### src/hdl/fat_dir_entry_scanner_core_assert.svh
// Assertion macros shared by the directory entry scanner modules.
`ifndef FAT_DIR_ENTRY_SCANNER_CORE_ASSERT_SVH
`define FAT_DIR_ENTRY_SCANNER_CORE_ASSERT_SVH

// Same-cycle implication, disabled while reset is asserted.
`define FDES_ASSERT_IMPL(lbl, clk, rstn, ante, cons) \
  lbl: assert property (@(posedge clk) disable iff (!rstn) (ante) |-> (cons)) \
    else $error("fdes assertion failed");

// Next-cycle implication, disabled while reset is asserted.
`define FDES_ASSERT_NEXT(lbl, clk, rstn, ante, cons) \
  lbl: assert property (@(posedge clk) disable iff (!rstn) (ante) |=> (cons)) \
    else $error("fdes assertion failed");

`endif

### src/hdl/fdes_pkg.sv
// Package with constants, types and register codes of the directory entry scanner.
`default_nettype none

package fdes_pkg;

  localparam int unsigned MaxEntries = 512;
  localparam int unsigned EntryBytes = 32;
  localparam int unsigned PosW       = $clog2(EntryBytes);
  localparam int unsigned IdxW       = 10;
  localparam int unsigned RootW      = 28;
  localparam int unsigned MaxLimW    = $clog2(MaxEntries + 1);
  localparam int unsigned LimW       = (IdxW > MaxLimW) ? IdxW : MaxLimW;
  localparam int unsigned NameSlots  = 12;
  localparam int unsigned QDepth     = 2;
  localparam int unsigned CfgIdxW    = 2;
  localparam int unsigned CfgDataW   = 28;

  // Register indexes of the configuration port.
  localparam logic [CfgIdxW-1:0] CfgFat32Mode   = 2'd0;
  localparam logic [CfgIdxW-1:0] CfgRootCluster = 2'd1;
  localparam logic [CfgIdxW-1:0] CfgEntryLimit  = 2'd2;

  localparam logic [RootW-1:0] RootReset  = 28'd2;
  localparam logic [IdxW-1:0]  LimitReset = 10'd512;

  // Directory entry byte codes and offsets.
  localparam logic [7:0] EndByte     = 8'h00;
  localparam logic [7:0] DeletedMark = 8'hE5;
  localparam logic [7:0] KanjiEsc    = 8'h05;
  localparam logic [7:0] SpaceChar   = 8'h20;
  localparam logic [7:0] DotChar     = 8'h2E;
  localparam logic [7:0] AttrMask    = 8'h1E;
  localparam logic [7:0] AttrDir     = 8'h10;
  localparam logic [PosW-1:0] AttrOfs   = 5'h0B;
  localparam logic [PosW-1:0] LenOfs    = 5'h1C;
  localparam logic [PosW-1:0] ClusLoOfs = 5'h1A;
  localparam logic [PosW-1:0] ClusHiOfs = 5'h14;

  typedef struct packed {
    logic             fat32_mode;
    logic [RootW-1:0] root_clus;
    logic [IdxW-1:0]  entry_limit;
  } cfg_t;

  // One judged entry or an end marker, as handed from front to back.
  typedef struct packed {
    logic                          is_end;
    logic [NameSlots-1:0][7:0]     chars;
    logic [NameSlots-1:0]          mask;
    logic                          is_dir;
    logic [31:0]                   len;
    logic [31:0]                   clus;
  } desc_t;

endpackage

`default_nettype wire

### src/hdl/fdes_stream_if.sv
// Handshake interfaces for the directory byte stream and the result stream.
`default_nettype none

interface fdes_in_if;
  logic       valid;
  logic       ready;
  logic       restart;
  logic [7:0] dir_byte;

  modport source (output valid, output restart, output dir_byte, input ready);
  modport sink (input valid, input restart, input dir_byte, output ready);
endinterface

interface fdes_out_if;
  logic        valid;
  logic        ready;
  logic        kind;
  logic [7:0]  name_char;
  logic        is_directory;
  logic [31:0] file_length;
  logic [31:0] first_cluster;
  logic        last;

  modport source (output valid, output kind, output name_char, output is_directory,
                  output file_length, output first_cluster, output last, input ready);
  modport sink (input valid, input kind, input name_char, input is_directory,
                input file_length, input first_cluster, input last, output ready);
endinterface

`default_nettype wire

### src/hdl/fdes_front.sv
// Front part: takes directory bytes, buffers each entry and judges it on its last byte.
`default_nettype none

module fdes_front (
  input  wire logic          clk_i,
  input  wire logic          rst_ni,
  input  wire fdes_pkg::cfg_t cfg_i,
  fdes_in_if.sink            in_s,
  input  wire logic          q_full_i,
  output logic               push_o,
  output fdes_pkg::desc_t    desc_o
);
  import fdes_pkg::*;

  logic [PosW-1:0] pos_q, pos_d, pos_e;
  logic [IdxW-1:0] idx_q, idx_d, idx_e;
  logic            fin_q, fin_d, fin_e;
  logic [7:0]      buf_q [EntryBytes];
  logic [7:0]      eb [EntryBytes];
  logic            acc, wr, lim_hit, keep;
  logic [LimW-1:0] lim;
  logic [7:0]      attr;
  logic [31:0]     clus;
  desc_t           ent;

  assign in_s.ready = !q_full_i;
  assign acc        = in_s.valid && in_s.ready;

  // The last byte of an entry is judged straight from the input.
  always_comb begin
    for (int i = 0; i < EntryBytes - 1; i++) begin
      eb[i] = buf_q[i];
    end
    eb[EntryBytes-1] = in_s.dir_byte;
  end

  always_comb begin
    attr = eb[AttrOfs] & AttrMask;
    keep = (eb[0] != DeletedMark) && ((attr == 8'h00) || (attr == AttrDir));
    clus = {16'h0000, eb[ClusLoOfs + 5'd1], eb[ClusLoOfs]};
    if (cfg_i.fat32_mode) begin
      clus[31:16] = {eb[ClusHiOfs + 5'd1], eb[ClusHiOfs]};
      if (clus == 32'h0) begin
        clus = {{(32 - RootW){1'b0}}, cfg_i.root_clus};
      end
    end

    ent.is_end = 1'b0;
    ent.is_dir = (attr == AttrDir);
    ent.len    = {eb[LenOfs + 5'd3], eb[LenOfs + 5'd2], eb[LenOfs + 5'd1], eb[LenOfs]};
    ent.clus   = clus;
    ent.chars[0] = (eb[0] == KanjiEsc) ? DeletedMark : eb[0];
    ent.mask[0]  = 1'b1;
    for (int i = 1; i < 8; i++) begin
      ent.chars[i] = eb[i];
      ent.mask[i]  = (eb[i] != SpaceChar);
    end
    ent.chars[8] = DotChar;
    ent.mask[8]  = 1'b1;
    for (int i = 9; i < NameSlots; i++) begin
      ent.chars[i] = eb[i-1];
      ent.mask[i]  = (eb[i-1] != SpaceChar);
    end
    // A name that ends in a dot loses that one character.
    if (ent.mask[11]) begin
      if (ent.chars[11] == DotChar) ent.mask[11] = 1'b0;
    end else if (ent.mask[10]) begin
      if (ent.chars[10] == DotChar) ent.mask[10] = 1'b0;
    end else if (ent.mask[9]) begin
      if (ent.chars[9] == DotChar) ent.mask[9] = 1'b0;
    end else begin
      ent.mask[8] = 1'b0;
    end
  end

  always_comb begin
    pos_e = in_s.restart ? '0 : pos_q;
    idx_e = in_s.restart ? '0 : idx_q;
    fin_e = in_s.restart ? 1'b0 : fin_q;
    lim   = (LimW'(cfg_i.entry_limit) < LimW'(MaxEntries)) ?
            LimW'(cfg_i.entry_limit) : LimW'(MaxEntries);
    lim_hit = (LimW'(idx_e) >= lim);

    pos_d  = pos_q;
    idx_d  = idx_q;
    fin_d  = fin_q;
    wr     = 1'b0;
    push_o = 1'b0;
    desc_o = ent;
    if (acc) begin
      pos_d = pos_e;
      idx_d = idx_e;
      fin_d = fin_e;
      if (!fin_e) begin
        if ((pos_e == '0) && (lim_hit || (in_s.dir_byte == EndByte))) begin
          fin_d  = 1'b1;
          push_o = 1'b1;
          desc_o = '0;
          desc_o.is_end = 1'b1;
          desc_o.mask   = NameSlots'(1);
        end else begin
          wr = 1'b1;
          if (pos_e != PosW'(EntryBytes - 1)) begin
            pos_d = pos_e + 1'b1;
          end else begin
            pos_d  = '0;
            idx_d  = idx_e + 1'b1;
            push_o = keep;
          end
        end
      end
    end
  end

  always_ff @(posedge clk_i or negedge rst_ni) begin
    if (!rst_ni) begin
      pos_q <= '0;
      idx_q <= '0;
      fin_q <= 1'b0;
    end else begin
      pos_q <= pos_d;
      idx_q <= idx_d;
      fin_q <= fin_d;
    end
  end

  always_ff @(posedge clk_i) begin
    if (wr) begin
      buf_q[pos_e] <= in_s.dir_byte;
    end
  end

endmodule

`default_nettype wire

### src/hdl/fdes_queue.sv
// Short queue of judged entries between the front and back parts.
`default_nettype none
`include "fat_dir_entry_scanner_core_assert.svh"

module fdes_queue (
  input  wire logic            clk_i,
  input  wire logic            rst_ni,
  input  wire logic            push_i,
  input  wire fdes_pkg::desc_t push_data_i,
  output logic                 full_o,
  input  wire logic            pop_i,
  output fdes_pkg::desc_t      pop_data_o,
  output logic                 nempty_o
);
  import fdes_pkg::*;

  localparam int unsigned PtrW = (QDepth > 1) ? $clog2(QDepth) : 1;
  localparam int unsigned CntW = $clog2(QDepth + 1);

  desc_t           mem_q [QDepth];
  logic [PtrW-1:0] wp_q, rp_q;
  logic [CntW-1:0] cnt_q;

  assign full_o     = (cnt_q == CntW'(QDepth));
  assign nempty_o   = (cnt_q != '0);
  assign pop_data_o = mem_q[rp_q];

  always_ff @(posedge clk_i or negedge rst_ni) begin
    if (!rst_ni) begin
      wp_q  <= '0;
      rp_q  <= '0;
      cnt_q <= '0;
    end else begin
      if (push_i) begin
        wp_q <= (wp_q == PtrW'(QDepth - 1)) ? '0 : wp_q + 1'b1;
      end
      if (pop_i) begin
        rp_q <= (rp_q == PtrW'(QDepth - 1)) ? '0 : rp_q + 1'b1;
      end
      if (push_i && !pop_i) begin
        cnt_q <= cnt_q + 1'b1;
      end else if (pop_i && !push_i) begin
        cnt_q <= cnt_q - 1'b1;
      end
    end
  end

  always_ff @(posedge clk_i) begin
    if (push_i) begin
      mem_q[wp_q] <= push_data_i;
    end
  end

  `FDES_ASSERT_IMPL(a_no_overflow, clk_i, rst_ni, push_i, cnt_q < CntW'(QDepth))
  `FDES_ASSERT_IMPL(a_no_underflow, clk_i, rst_ni, pop_i, cnt_q != '0)
  `FDES_ASSERT_NEXT(a_cnt_up, clk_i, rst_ni, push_i && !pop_i, cnt_q == $past(cnt_q) + 1'b1)

endmodule

`default_nettype wire

### src/hdl/fdes_back.sv
// Back part: walks the name of a judged entry and sends one result per character.
`default_nettype none
`include "fat_dir_entry_scanner_core_assert.svh"

module fdes_back (
  input  wire logic            clk_i,
  input  wire logic            rst_ni,
  input  wire fdes_pkg::desc_t desc_i,
  input  wire logic            nempty_i,
  output logic                 pop_o,
  fdes_out_if.source           out_s
);
  import fdes_pkg::*;

  desc_t                cur_q;
  logic [NameSlots-1:0] rem_q, rem_d, sel, rem_nx;
  logic                 act_q, act_d, ov_q, ov_d, adv;
  logic [7:0]           ch;
  logic                 kind_q, dir_q, last_q;
  logic [7:0]           char_q;
  logic [31:0]          len_q, clus_q;

  // Lowest remaining slot is the next character.
  always_comb begin
    sel    = rem_q & (~rem_q + 1'b1);
    rem_nx = rem_q & ~sel;
    ch     = '0;
    for (int i = 0; i < NameSlots; i++) begin
      ch = ch | (cur_q.chars[i] & {8{sel[i]}});
    end
  end

  assign adv   = act_q && (!ov_q || out_s.ready);
  assign pop_o = !act_q && nempty_i;

  always_comb begin
    act_d = act_q;
    rem_d = rem_q;
    ov_d  = ov_q;
    if (ov_q && out_s.ready) begin
      ov_d = 1'b0;
    end
    if (adv) begin
      ov_d  = 1'b1;
      rem_d = rem_nx;
      act_d = (rem_nx != '0);
    end else if (pop_o) begin
      rem_d = desc_i.mask;
      act_d = 1'b1;
    end
  end

  always_ff @(posedge clk_i or negedge rst_ni) begin
    if (!rst_ni) begin
      act_q <= 1'b0;
      ov_q  <= 1'b0;
      rem_q <= '0;
    end else begin
      act_q <= act_d;
      ov_q  <= ov_d;
      rem_q <= rem_d;
    end
  end

  always_ff @(posedge clk_i) begin
    if (pop_o) begin
      cur_q <= desc_i;
    end
    if (adv) begin
      kind_q <= cur_q.is_end;
      char_q <= ch;
      dir_q  <= cur_q.is_dir;
      len_q  <= cur_q.len;
      clus_q <= cur_q.clus;
      last_q <= (rem_nx == '0);
    end
  end

  assign out_s.valid         = ov_q;
  assign out_s.kind          = kind_q;
  assign out_s.name_char     = char_q;
  assign out_s.is_directory  = dir_q;
  assign out_s.file_length   = len_q;
  assign out_s.first_cluster = clus_q;
  assign out_s.last          = last_q;

  `FDES_ASSERT_IMPL(a_end_is_last, clk_i, rst_ni, ov_q && kind_q, last_q)
  `FDES_ASSERT_IMPL(a_active_has_slots, clk_i, rst_ni, act_q, rem_q != '0)

endmodule

`default_nettype wire

### src/hdl/fat_dir_entry_scanner_core.sv
// Top level of the FAT 8.3 directory entry scanner: configuration and part wiring.
// The scanner takes one directory byte per cycle and buffers each 32-byte entry in
// flip-flops; on the last byte the entry is judged and, if it is a live file or
// directory, queued in a two-deep entry queue. The result stage then loads the entry
// and, while the receiver takes every result, sends the compacted name one character
// per cycle, 1 to 12 results per entry, so a full entry of 32 bytes drains before the
// next one is complete. An end-of-directory marker is loaded and sent as one result;
// the input stalls only when the entry queue is full, as with restart bytes that end
// the scan on every cycle or a receiver that holds off. Configuration writes take
// effect at the next clock edge; there is no clearing pass after reset.
`default_nettype none

module fat_dir_entry_scanner_core (
  input  wire logic                          clk_i,
  input  wire logic                          rst_ni,
  input  wire logic                          cfg_we_i,
  input  wire logic [fdes_pkg::CfgIdxW-1:0]  cfg_idx_i,
  input  wire logic [fdes_pkg::CfgDataW-1:0] cfg_wdata_i,
  fdes_in_if.sink                            in_s,
  fdes_out_if.source                         out_s
);
  import fdes_pkg::*;

  cfg_t  cfg_q;
  desc_t push_desc, pop_desc;
  logic  push, pop, q_full, q_nempty;

  always_ff @(posedge clk_i or negedge rst_ni) begin
    if (!rst_ni) begin
      cfg_q.fat32_mode  <= 1'b0;
      cfg_q.root_clus   <= RootReset;
      cfg_q.entry_limit <= LimitReset;
    end else if (cfg_we_i) begin
      case (cfg_idx_i)
        CfgFat32Mode:   cfg_q.fat32_mode  <= cfg_wdata_i[0];
        CfgRootCluster: cfg_q.root_clus   <= cfg_wdata_i[RootW-1:0];
        CfgEntryLimit:  cfg_q.entry_limit <= cfg_wdata_i[IdxW-1:0];
        default: ;
      endcase
    end
  end

  fdes_front u_front (
    .clk_i    (clk_i),
    .rst_ni   (rst_ni),
    .cfg_i    (cfg_q),
    .in_s     (in_s),
    .q_full_i (q_full),
    .push_o   (push),
    .desc_o   (push_desc)
  );

  fdes_queue u_queue (
    .clk_i       (clk_i),
    .rst_ni      (rst_ni),
    .push_i      (push),
    .push_data_i (push_desc),
    .full_o      (q_full),
    .pop_i       (pop),
    .pop_data_o  (pop_desc),
    .nempty_o    (q_nempty)
  );

  fdes_back u_back (
    .clk_i    (clk_i),
    .rst_ni   (rst_ni),
    .desc_i   (pop_desc),
    .nempty_i (q_nempty),
    .pop_o    (pop),
    .out_s    (out_s)
  );

endmodule

`default_nettype wire

### src/flat_wrapper.sv
// flat-port wrapper written by rule: the top's interface ports become plain ports
module fat_dir_entry_scanner_core_flat import fdes_pkg::*;
  (clk_i, rst_ni, cfg_we_i, cfg_idx_i, cfg_wdata_i, in_s_valid, in_s_restart, in_s_dir_byte, in_s_ready, out_s_valid, out_s_kind, out_s_name_char, out_s_is_directory, out_s_file_length, out_s_first_cluster, out_s_last, out_s_ready);
  fdes_in_if in_s_i ();
  fdes_out_if out_s_i ();
  input  wire logic clk_i;
  input  wire logic rst_ni;
  input  wire logic cfg_we_i;
  input  wire logic [fdes_pkg::CfgIdxW-1:0] cfg_idx_i;
  input  wire logic [fdes_pkg::CfgDataW-1:0] cfg_wdata_i;
  input wire logic [$bits(in_s_i.valid)-1:0] in_s_valid;
  input wire logic [$bits(in_s_i.restart)-1:0] in_s_restart;
  input wire logic [$bits(in_s_i.dir_byte)-1:0] in_s_dir_byte;
  output wire logic [$bits(in_s_i.ready)-1:0] in_s_ready;
  output wire logic [$bits(out_s_i.valid)-1:0] out_s_valid;
  output wire logic [$bits(out_s_i.kind)-1:0] out_s_kind;
  output wire logic [$bits(out_s_i.name_char)-1:0] out_s_name_char;
  output wire logic [$bits(out_s_i.is_directory)-1:0] out_s_is_directory;
  output wire logic [$bits(out_s_i.file_length)-1:0] out_s_file_length;
  output wire logic [$bits(out_s_i.first_cluster)-1:0] out_s_first_cluster;
  output wire logic [$bits(out_s_i.last)-1:0] out_s_last;
  input wire logic [$bits(out_s_i.ready)-1:0] out_s_ready;
  assign in_s_i.valid = in_s_valid;
  assign in_s_i.restart = in_s_restart;
  assign in_s_i.dir_byte = in_s_dir_byte;
  assign in_s_ready = in_s_i.ready;
  assign out_s_valid = out_s_i.valid;
  assign out_s_kind = out_s_i.kind;
  assign out_s_name_char = out_s_i.name_char;
  assign out_s_is_directory = out_s_i.is_directory;
  assign out_s_file_length = out_s_i.file_length;
  assign out_s_first_cluster = out_s_i.first_cluster;
  assign out_s_last = out_s_i.last;
  assign out_s_i.ready = out_s_ready;
  fat_dir_entry_scanner_core u_core (.clk_i(clk_i), .rst_ni(rst_ni), .cfg_we_i(cfg_we_i), .cfg_idx_i(cfg_idx_i), .cfg_wdata_i(cfg_wdata_i), .in_s(in_s_i), .out_s(out_s_i));
endmodule
### config.mk
export PLATFORM = sky130hd
export DESIGN_NAME = fat_dir_entry_scanner_core_flat
export DESIGN_NICKNAME = d
export VERILOG_FILES = /design/src/hdl/fdes_pkg.sv /design/src/hdl/fdes_stream_if.sv /design/src/hdl/fdes_front.sv /design/src/hdl/fdes_queue.sv /design/src/hdl/fdes_back.sv /design/src/hdl/fat_dir_entry_scanner_core.sv /design/src/flat_wrapper.sv
export VERILOG_INCLUDE_DIRS = /design/src /design/src/hdl
export SDC_FILE = /design/constraint.sdc
export NUM_CORES = 1
export LEC_CHECK = 0
export BUFFER_PORTS_ARGS = -buffer_cell sky130_fd_sc_hd__buf_2
export CAP_MARGIN = 20
export CORE_MARGIN = 2
export CORE_UTILIZATION = 55
export CTS_BUF_LIST = sky130_fd_sc_hd__clkbuf_16
export CTS_CLUSTER_SIZE = 16
export DETAILED_ROUTE_END_ITERATION = 10
export PLACE_DENSITY_LB_ADDON = 0.15
export RECOVER_POWER = 100
export SLEW_MARGIN = 20
export SYNTH_ARGS = -nofsm -noshare
export SYNTH_HDL_FRONTEND = slang
export SYNTH_HIERARCHICAL = 1
export SYNTH_SLANG_ARGS = --single-unit
### constraint.sdc
create_clock -name clk_i -period 19.4 [get_ports clk_i]
set_input_delay 3.88 -clock clk_i [delete_from_list [all_inputs] [get_ports clk_i]]
set_output_delay 3.88 -clock clk_i [all_outputs]
set_load 0.02 [all_outputs]
==> impl_metrics.py, run 1 <==
metrics = {
    "power_and_ir_drop": {
        "vdd_drop_max_uv": 88.8,
        "power.leakage_nw": 11.3,
        "powerDensity_nw_per_um2": 132,
        "power_mw": 4.49,
    },
    "logic_synthesis": {
        "synth_seq_cells": 806,
        "yosysWarnings": 6,
        "netlist_area_um2": 30700,
        "yosysUniqueCellTypes": 67,
        "synth_top_area_cell": "edfxtp_1",
        "synth.yosys.seq_area_share": 0.776,
        "syn_area_per_cell_um2": 17.8,
        "synth-edff-count": 733,
        "synthTopCellsByArea": "edfxtp_1, mux2_2, dfrtp_1",
        "synth-async-reset-ratio": 0.0906,
        "syn_inst": 1730,
        "synthFlopType": "edfxtp_1",
        "yosys.area.top_type_share": 0.717,
    },
    "final_layout": {
        "nNetsFinal": 1928,
        "fill_cells": 4028,
        "multi_input_area_um2": 6170,
        "final_cell_mix": "edfxtp_1, mux2_2, and2_0",
        "ff_latch_area_um2": 23800,
        "final_common_cell": "edfxtp_1",
        "drive_above_1_share": 0.165,
        "area_growth_pct": 10.7,
    },
    "floorplan": {
        "initial_core_util": 0.556,
        "die_h_um": 240,
        "rows": 86,
        "die_x_um": 240,
        "core-area_um2": 55200,
        "dieArea_um2": 57700,
        "ios": 121,
    },
    "timing": {
        "worstMarginPinSlew_ns": 4.13,
        "finClkSkew_ns": 0.0166,
        "period_share": 0.679,
        "slew-limit-headroom": -1.76,
        "setup_ws_ns": 6.23,
        "min_period_ns": 13.17,
        "maxSlewViolCount": 812,
        "hold_viol_final": 0,
        "fmax_mhz": 75.9,
        "fin_setup_tns_ns": 0,
        "whs_ns": 0.413,
        "setup_viol": 0,
        "grt_setup_unrepaired": "no",
    },
    "placement": {
        "gp_congestion": 0.834,
        "place_ws_ns": 10.49,
        "port_buffers": 120,
        "hpwl_mm": 37.9,
    },
    "run_status": {
        "outcome": "finished, violations left",
        "violations": "capacitance limit, slew limit",
    },
    "worst_setup_path": {
        "cp-start-kind": "primary input",
        "arrival_ns": 13.41,
        "worst_setup_path_end_kind": "register",
        "required_ns": 19.64,
        "critical_path_class": "in -> reg",
        "cp_max_fo": 43,
    },
    "clocking": {
        "cts.sinks": 806,
        "cts_hold_buf": 0,
        "htree_levels": 3,
        "clkLatencyLatePin_ns": 0.62,
        "cts_made_buffers": 79,
        "clkSlewWorstSetupHoldPaths_ns": 0.06,
        "post_cts_resized": 0,
        "cts_tree": "done",
        "clk_path_buf_depth": 3,
        "post-cts-setup-buffer-count": 0,
        "root_buffer": "clkbuf_16",
    },
    "routing": {
        "dr_total_vias": 15200,
        "post_drt_via_cell_ratio": 5.66,
        "drtAntennaViolNets": 0,
        "drc": 0,
        "wirelength_mm": 61.7,
        "dr.pass1.iters": 5,
        "drt_iter0_drc": 1225,
        "post_drt_wl_per_cell_um": 23.1,
    },
    "run": {
        "cap_violations": 20,
    },
    "global_route": {
        "grt_pass1_vias": 15200,
        "grt_max_degree": 111,
        "grt_first_pass_wirelength_mm": 92.4,
        "antenna_found_initial": 0,
        "grt_usage": 0.218,
        "overflow": 0,
    },
    "min_path": {
        "hold_class": "reg -> reg",
    },
}
-- power breakdown --
part	leakage [nW]	switching, mW	internal, mW
clock network	1.27	0.618	0.803
registers	7.58	0.124	2.18
logic	2.47	0.478	0.289
total	11.3	1.22	3.28
-- path summary, 6_finish.rpt --
path	from	depth (start not counted)	to	slack, ns
setup reg to reg	u_core/cfg_q[9]$_DFFE_PN1P_	11	u_core/u_queue/mem_q[0][156]$_DFFE_PP_	9.57
max in group asynchronous	rst_ni	2	u_core/u_back/rem_q[4]$_DFFE_PN0P_	12.04
hold reg to reg	u_core/u_back/cur_q[22]$_DFFE_PP_	0	u_core/u_back/out_s.first_cluster[22]$_DFFE_PP_	0.41
hold / removal	u_core/u_back/cur_q[22]$_DFFE_PP_	0	u_core/u_back/out_s.first_cluster[22]$_DFFE_PP_	0.41
min in group asynchronous	rst_ni	1	u_core/cfg_q[21]$_DFFE_PN0P_	3.47
setup / recovery	in_s_dir_byte[5]	10	u_core/u_queue/mem_q[0][156]$_DFFE_PP_	6.23
-- kinds of logic after synthesis --
| family | Yosys count | share of synthesized area |
|---|---|---|
| xor+xnor | 15 | 0.00428 |
| simple gates | 432 | 0.0806 |
| buf+inv | 99 | 0.0202 |
| mux | 215 | 0.0812 |
| compound gates | 145 | 0.0307 |
| fa+ha+maj | 16 | 0.00652 |
| other cells | 2 | 0.000245 |
| flops | 806 | 0.776 |
-- per-layer routing --
| layer | up-vias | track usage | wire length [µm] |
|---|---|---|---|
| met5 | - | 0 | 0 |
| met4 | 0 | 0.0789 | 1780 |
| li1 | 6855 | - | - |
| met1 | 7747 | 0.307 | 26900 |
| met3 | 110 | 0.0352 | 3230 |
| met2 | 444 | 0.348 | 29900 |
-- worst max-delay path, cell delays in order --
cell	delay, ns
clkbuf_1	0.64
nor4_1	0.64
a21oi_1	0.17
a221oi_2	0.28
o21ai_0	0.72
nor2_1	2.41
a41o_1	0.33
nor2b_1	1.45
clkbuf_1	2.00
buf_4	0.77
-- cell type report --
type,count,share of cell area
antenna,1,0.0000736
clock buffer,80,0.0589
clock inverter,61,0.0123
inverter,16,0.00180
multi-input combinational,828,0.181
sequential,806,0.701
tap,748,0.0275
timing repair buffer,137,0.0168
-- cells in the mapped netlist, types with 2 or more instances --
cell type	count
buf_12	2
a31oi_1	3
nor4_4	2
buf_2	11
a22o_1	12
clkinv_1	2
and2_1	137
nor4_1	23
a22oi_1	8
buf_4	12
or2_2	5
a21o_1	5
buf_6	21
nand3b_1	27
edfxtp_1	733
xor2_1	12
buf_1	3
nand2_1	65
conb_1	2
ha_1	16
nor2_1	63
and3_1	9
inv_1	13
a211o_1	2
o21ai_1	7
nor4b_1	16
o41ai_1	2
nand4_1	8
o31ai_1	9
a2111oi_0	9
o21ai_0	6
mux2_2	193
a21oi_1	69
nor2b_1	18
a32o_1	2
clkbuf_1	34
dfstp_2	2
nand3_1	26
nand2b_1	9
or3_1	3
dfrtp_1	71
mux2_4	20
xnor2_1	3
nor3_1	11
mux2i_1	2
-- registers in the layout, indices dropped and copies added (netlist names), 2 cells and up --
| name | count |
|---|---|
| u_core/u_back/out_s.first_cluster | 32 |
| u_core/u_back/rem_q | 12 |
| u_core/u_queue/cnt_q | 2 |
| u_core/u_front/pos_q | 5 |
| u_core/u_front/buf_q | 148 |
| u_core/u_back/out_s.name_char | 8 |
| u_core/cfg_q | 39 |
| u_core/u_back/out_s.file_length | 32 |
| u_core/u_front/idx_q | 10 |
| u_core/u_back/cur_q | 162 |
| u_core/u_queue/mem_q | 348 |
-- metrics by stage --
step / instances / instance area [µm²] / util
floorplan: 1733 / 30700 / -
global placement: 2535 / 31900 / 0.577
detailed placement: 2535 / 31900 / 0.577
CTS: 2676 / 34300 / 0.621
global route: 2676 / 34000 / 0.616
finish: 2677 / 34000 / 0.616
(Power assumes the default switching activity.)
==> inputs of run 2 (changes only) <==
--- a/config.mk
+++ b/config.mk
@@ -6,6 +6,7 @@
 export SDC_FILE = /design/constraint.sdc
 export NUM_CORES = 1
 export LEC_CHECK = 0
+export ABC_AREA = 1
 export BUFFER_PORTS_ARGS = -buffer_cell sky130_fd_sc_hd__buf_2
 export CAP_MARGIN = 20
 export CORE_MARGIN = 2
==> constraint.sdc (replaced) <==
create_clock -name clk_i -period 12.47 [get_ports clk_i]
set_input_delay 2.494 -clock clk_i [delete_from_list [all_inputs] [get_ports clk_i]]
set_output_delay 2.494 -clock clk_i [all_outputs]
set_load 0.02 [all_outputs]
==> impl_metrics.py, run 2 <==
metrics = {
    "timing": {
        "whs_ns": 0.417,
        "grt_setup_unrepaired": "no",
        "fin_setup_tns_ns": 0,
        "finClkSkew_ns": 0.0291,
        "worstMarginPinSlew_ns": 4.44,
        "maxSlewViolCount": 818,
        "hold_viol_final": 0,
        "setup_viol": 0,
        "min_period_ns": 8.24,
        "fmax_mhz": 121,
        "period_share": 0.661,
        "slew-limit-headroom": -1.96,
    },
    "routing": {
        "post_drt_via_cell_ratio": 5.38,
        "drt_iter0_drc": 1562,
        "wirelength_mm": 62.7,
        "dr.pass1.iters": 6,
        "drtAntennaViolNets": 0,
        "dr_total_vias": 16700,
        "drc": 0,
        "post_drt_wl_per_cell_um": 20.2,
    },
    "global_route": {
        "grt_use_met1": 0.305,
        "grt_first_pass_wirelength_mm": 97.3,
        "overflow": 0,
        "grt_max_degree": 105,
        "grt_usage": 0.217,
        "use_met2": 0.351,
        "grt_pass1_vias": 16900,
        "globalRoute.busiestLayer": "met2",
        "antenna_found_initial": 3,
        "grt_use_met3": 0.0348,
    },
    "clocking": {
        "htree_levels": 3,
        "clkSlewWorstSetupHoldPaths_ns": 0.06,
        "cts_made_buffers": 84,
        "root_buffer": "clkbuf_16",
        "clkLatencyLatePin_ns": 0.63,
        "post_cts_resized": 0,
        "cts_tree": "done",
        "post-cts-setup-buffer-count": 0,
        "clk_path_buf_depth": 3,
        "cts.sinks": 806,
        "cts_hold_buf": 0,
    },
    "floorplan": {
        "ios": 121,
        "rows": 87,
        "die_h_um": 243,
        "dieArea_um2": 59100,
        "core-area_um2": 56400,
        "die_x_um": 243,
        "initial_core_util": 0.557,
    },
    "worst_setup_path": {
        "cp_max_fo": 91,
        "critical_path_class": "in -> reg",
        "worst_setup_path_end_kind": "register",
        "arrival_ns": 8.71,
        "cp-start-kind": "primary input",
        "required_ns": 12.94,
    },
    "logic_synthesis": {
        "yosysUniqueCellTypes": 51,
        "syn_inst": 2132,
        "yosysMostFrequentCell": "edfxtp_1",
        "synth-edff-count": 733,
        "synth_seq_cells": 806,
        "synth_common_cells": "edfxtp_1, nand2_1, mux2_2, inv_2",
        "netlist_area_um2": 31400,
        "synthFlopType": "edfxtp_1",
        "synth.yosys.seq_area_share": 0.759,
        "synth-async-reset-ratio": 0.0906,
        "yosys.area.top_type_share": 0.700,
        "yosysWarnings": 6,
        "synthTopCellsByArea": "edfxtp_1, mux2_2, dfrtp_1",
        "synth_top_area_cell": "edfxtp_1",
        "syn_area_per_cell_um2": 14.7,
    },
    "final_layout": {
        "reg.largest.list": "u_core/u_queue/mem_q (348), u_core/u_back/cur_q (162), u_core/u_front/buf_q (148)",
        "nNetsFinal": 2342,
        "final_util": 0.623,
        "area_growth_pct": 11.8,
        "top_register": "u_core/u_queue/mem_q",
        "drive_above_1_share": 0.159,
        "final_cell_mix": "edfxtp_1, nand2_1, inv_1",
        "largest_reg_flops": 348,
        "final_common_cell": "edfxtp_1",
    },
    "power_and_ir_drop": {
        "powerDensity_nw_per_um2": 207,
        "power.leakage_nw": 13.1,
        "vdd_drop_max_uv": 117,
    },
    "placement": {
        "hpwl_mm": 37.3,
        "gp_congestion": 0.804,
        "port_buffers": 120,
    },
    "run_status": {
        "outcome": "finished, violations left",
        "violations": "capacitance limit, slew limit",
    },
    "min_path": {
        "hold_class": "reg -> reg",
    },
    "run": {
        "cap_violations": 19,
    },
}
run 2: cell count changes after synthesis, sizes merged, moves of 53 or more:
cell,previous run,this run
nand4,8,61
nand2,65,380
nor2,65,122
and2,137,1
nand3,26,80
inv,14,277
run 2: metal layers:
metal,vias up,part of all wire,routed length [µm]
met2,453,0.49,30500
li1,7787,-,-
met5,-,0,0
met4,0,0.021,1300
met3,80,0.058,3630
met1,8414,0.44,27300
run 2: logic make-up (layout without fill, tap and decap cells):
group / count (synthesis) / in the layout / synth area share
compound gates: 86 / 86 / 0.0169
xor+xnor: 12 / 12 / 0.00334
fa+ha+maj: 16 / 16 / 0.00637
buf+inv: 350 / 568 / 0.0532
flops: 806 / 806 / 0.759
mux: 174 / 174 / 0.0624
other cells: 2 / 6 / 0.000239
simple gates: 686 / 686 / 0.0989
run 2: layout make-up:
type	count	area, µm²
Multi-Input combinational cell	979	5850
Clock buffer	90	2250
Inverter	277	1050
Fill cell	4343	21300
Timing Repair Buffer	134	562
Tap cell	756	946
Sequential cell	806	23800
Clock inverter	67	619
Antenna cell	1	2.50
run 2: final timing paths:
kind	slack, ns	cells after the start	startpoint	end
max reg2reg	5.73	5	u_core/u_queue/rp_q$_DFFE_PN0P_	u_core/u_back/rem_q[9]$_DFFE_PN0P_
max	4.23	10	in_s_dir_byte[2]	u_core/u_queue/mem_q[1][13]$_DFFE_PP_
min reg2reg	0.42	0	u_core/u_back/cur_q[34]$_DFFE_PP_	u_core/u_back/out_s.file_length[2]$_DFFE_PP_
max in group asynchronous	6.56	2	rst_ni	u_core/u_back/out_s.valid$_DFFE_PN0P_
min in group asynchronous	1.89	1	rst_ni	u_core/cfg_q[28]$_DFFE_PN0P_
min	0.42	0	u_core/u_back/cur_q[34]$_DFFE_PP_	u_core/u_back/out_s.file_length[2]$_DFFE_PP_
run 2: worst max-delay path, cell delays in order:
cell	delay (ns)
clkbuf_1	1.27
nor2_1	0.13
nand4_1	0.16
nor3b_1	0.19
nand2_1	0.15
nand3_4	0.08
buf_4	0.76
clkbuf_1	2.61
o21ai_0	0.61
inv_2	0.20
run 2: per-stage QoR:
stage / cell area (µm²) / power, mW / std cells / setup WS, ns
2_1_floorplan: 31400 / 4.43 / 2135 / 0.357
3_3_place_gp: 32500 / 4.78 / 2952 / 5.30
3_5_place_dp: 32500 / 4.79 / 2952 / 5.33
4_1_cts: 35400 / 7.34 / 3109 / 5.99
5_1_grt: 35100 / 7.59 / 3109 / 3.54
6_report: 35100 / 7.28 / 3110 / 4.23
run 2: power by group:
group | internal (mW) | switching (mW) | total [mW]
logic | 0.416 | 0.834 | 1.25
registers | 3.33 | 0.151 | 3.48
clock network | 1.53 | 1.01 | 2.54
total | 5.28 | 1.99 | 7.28
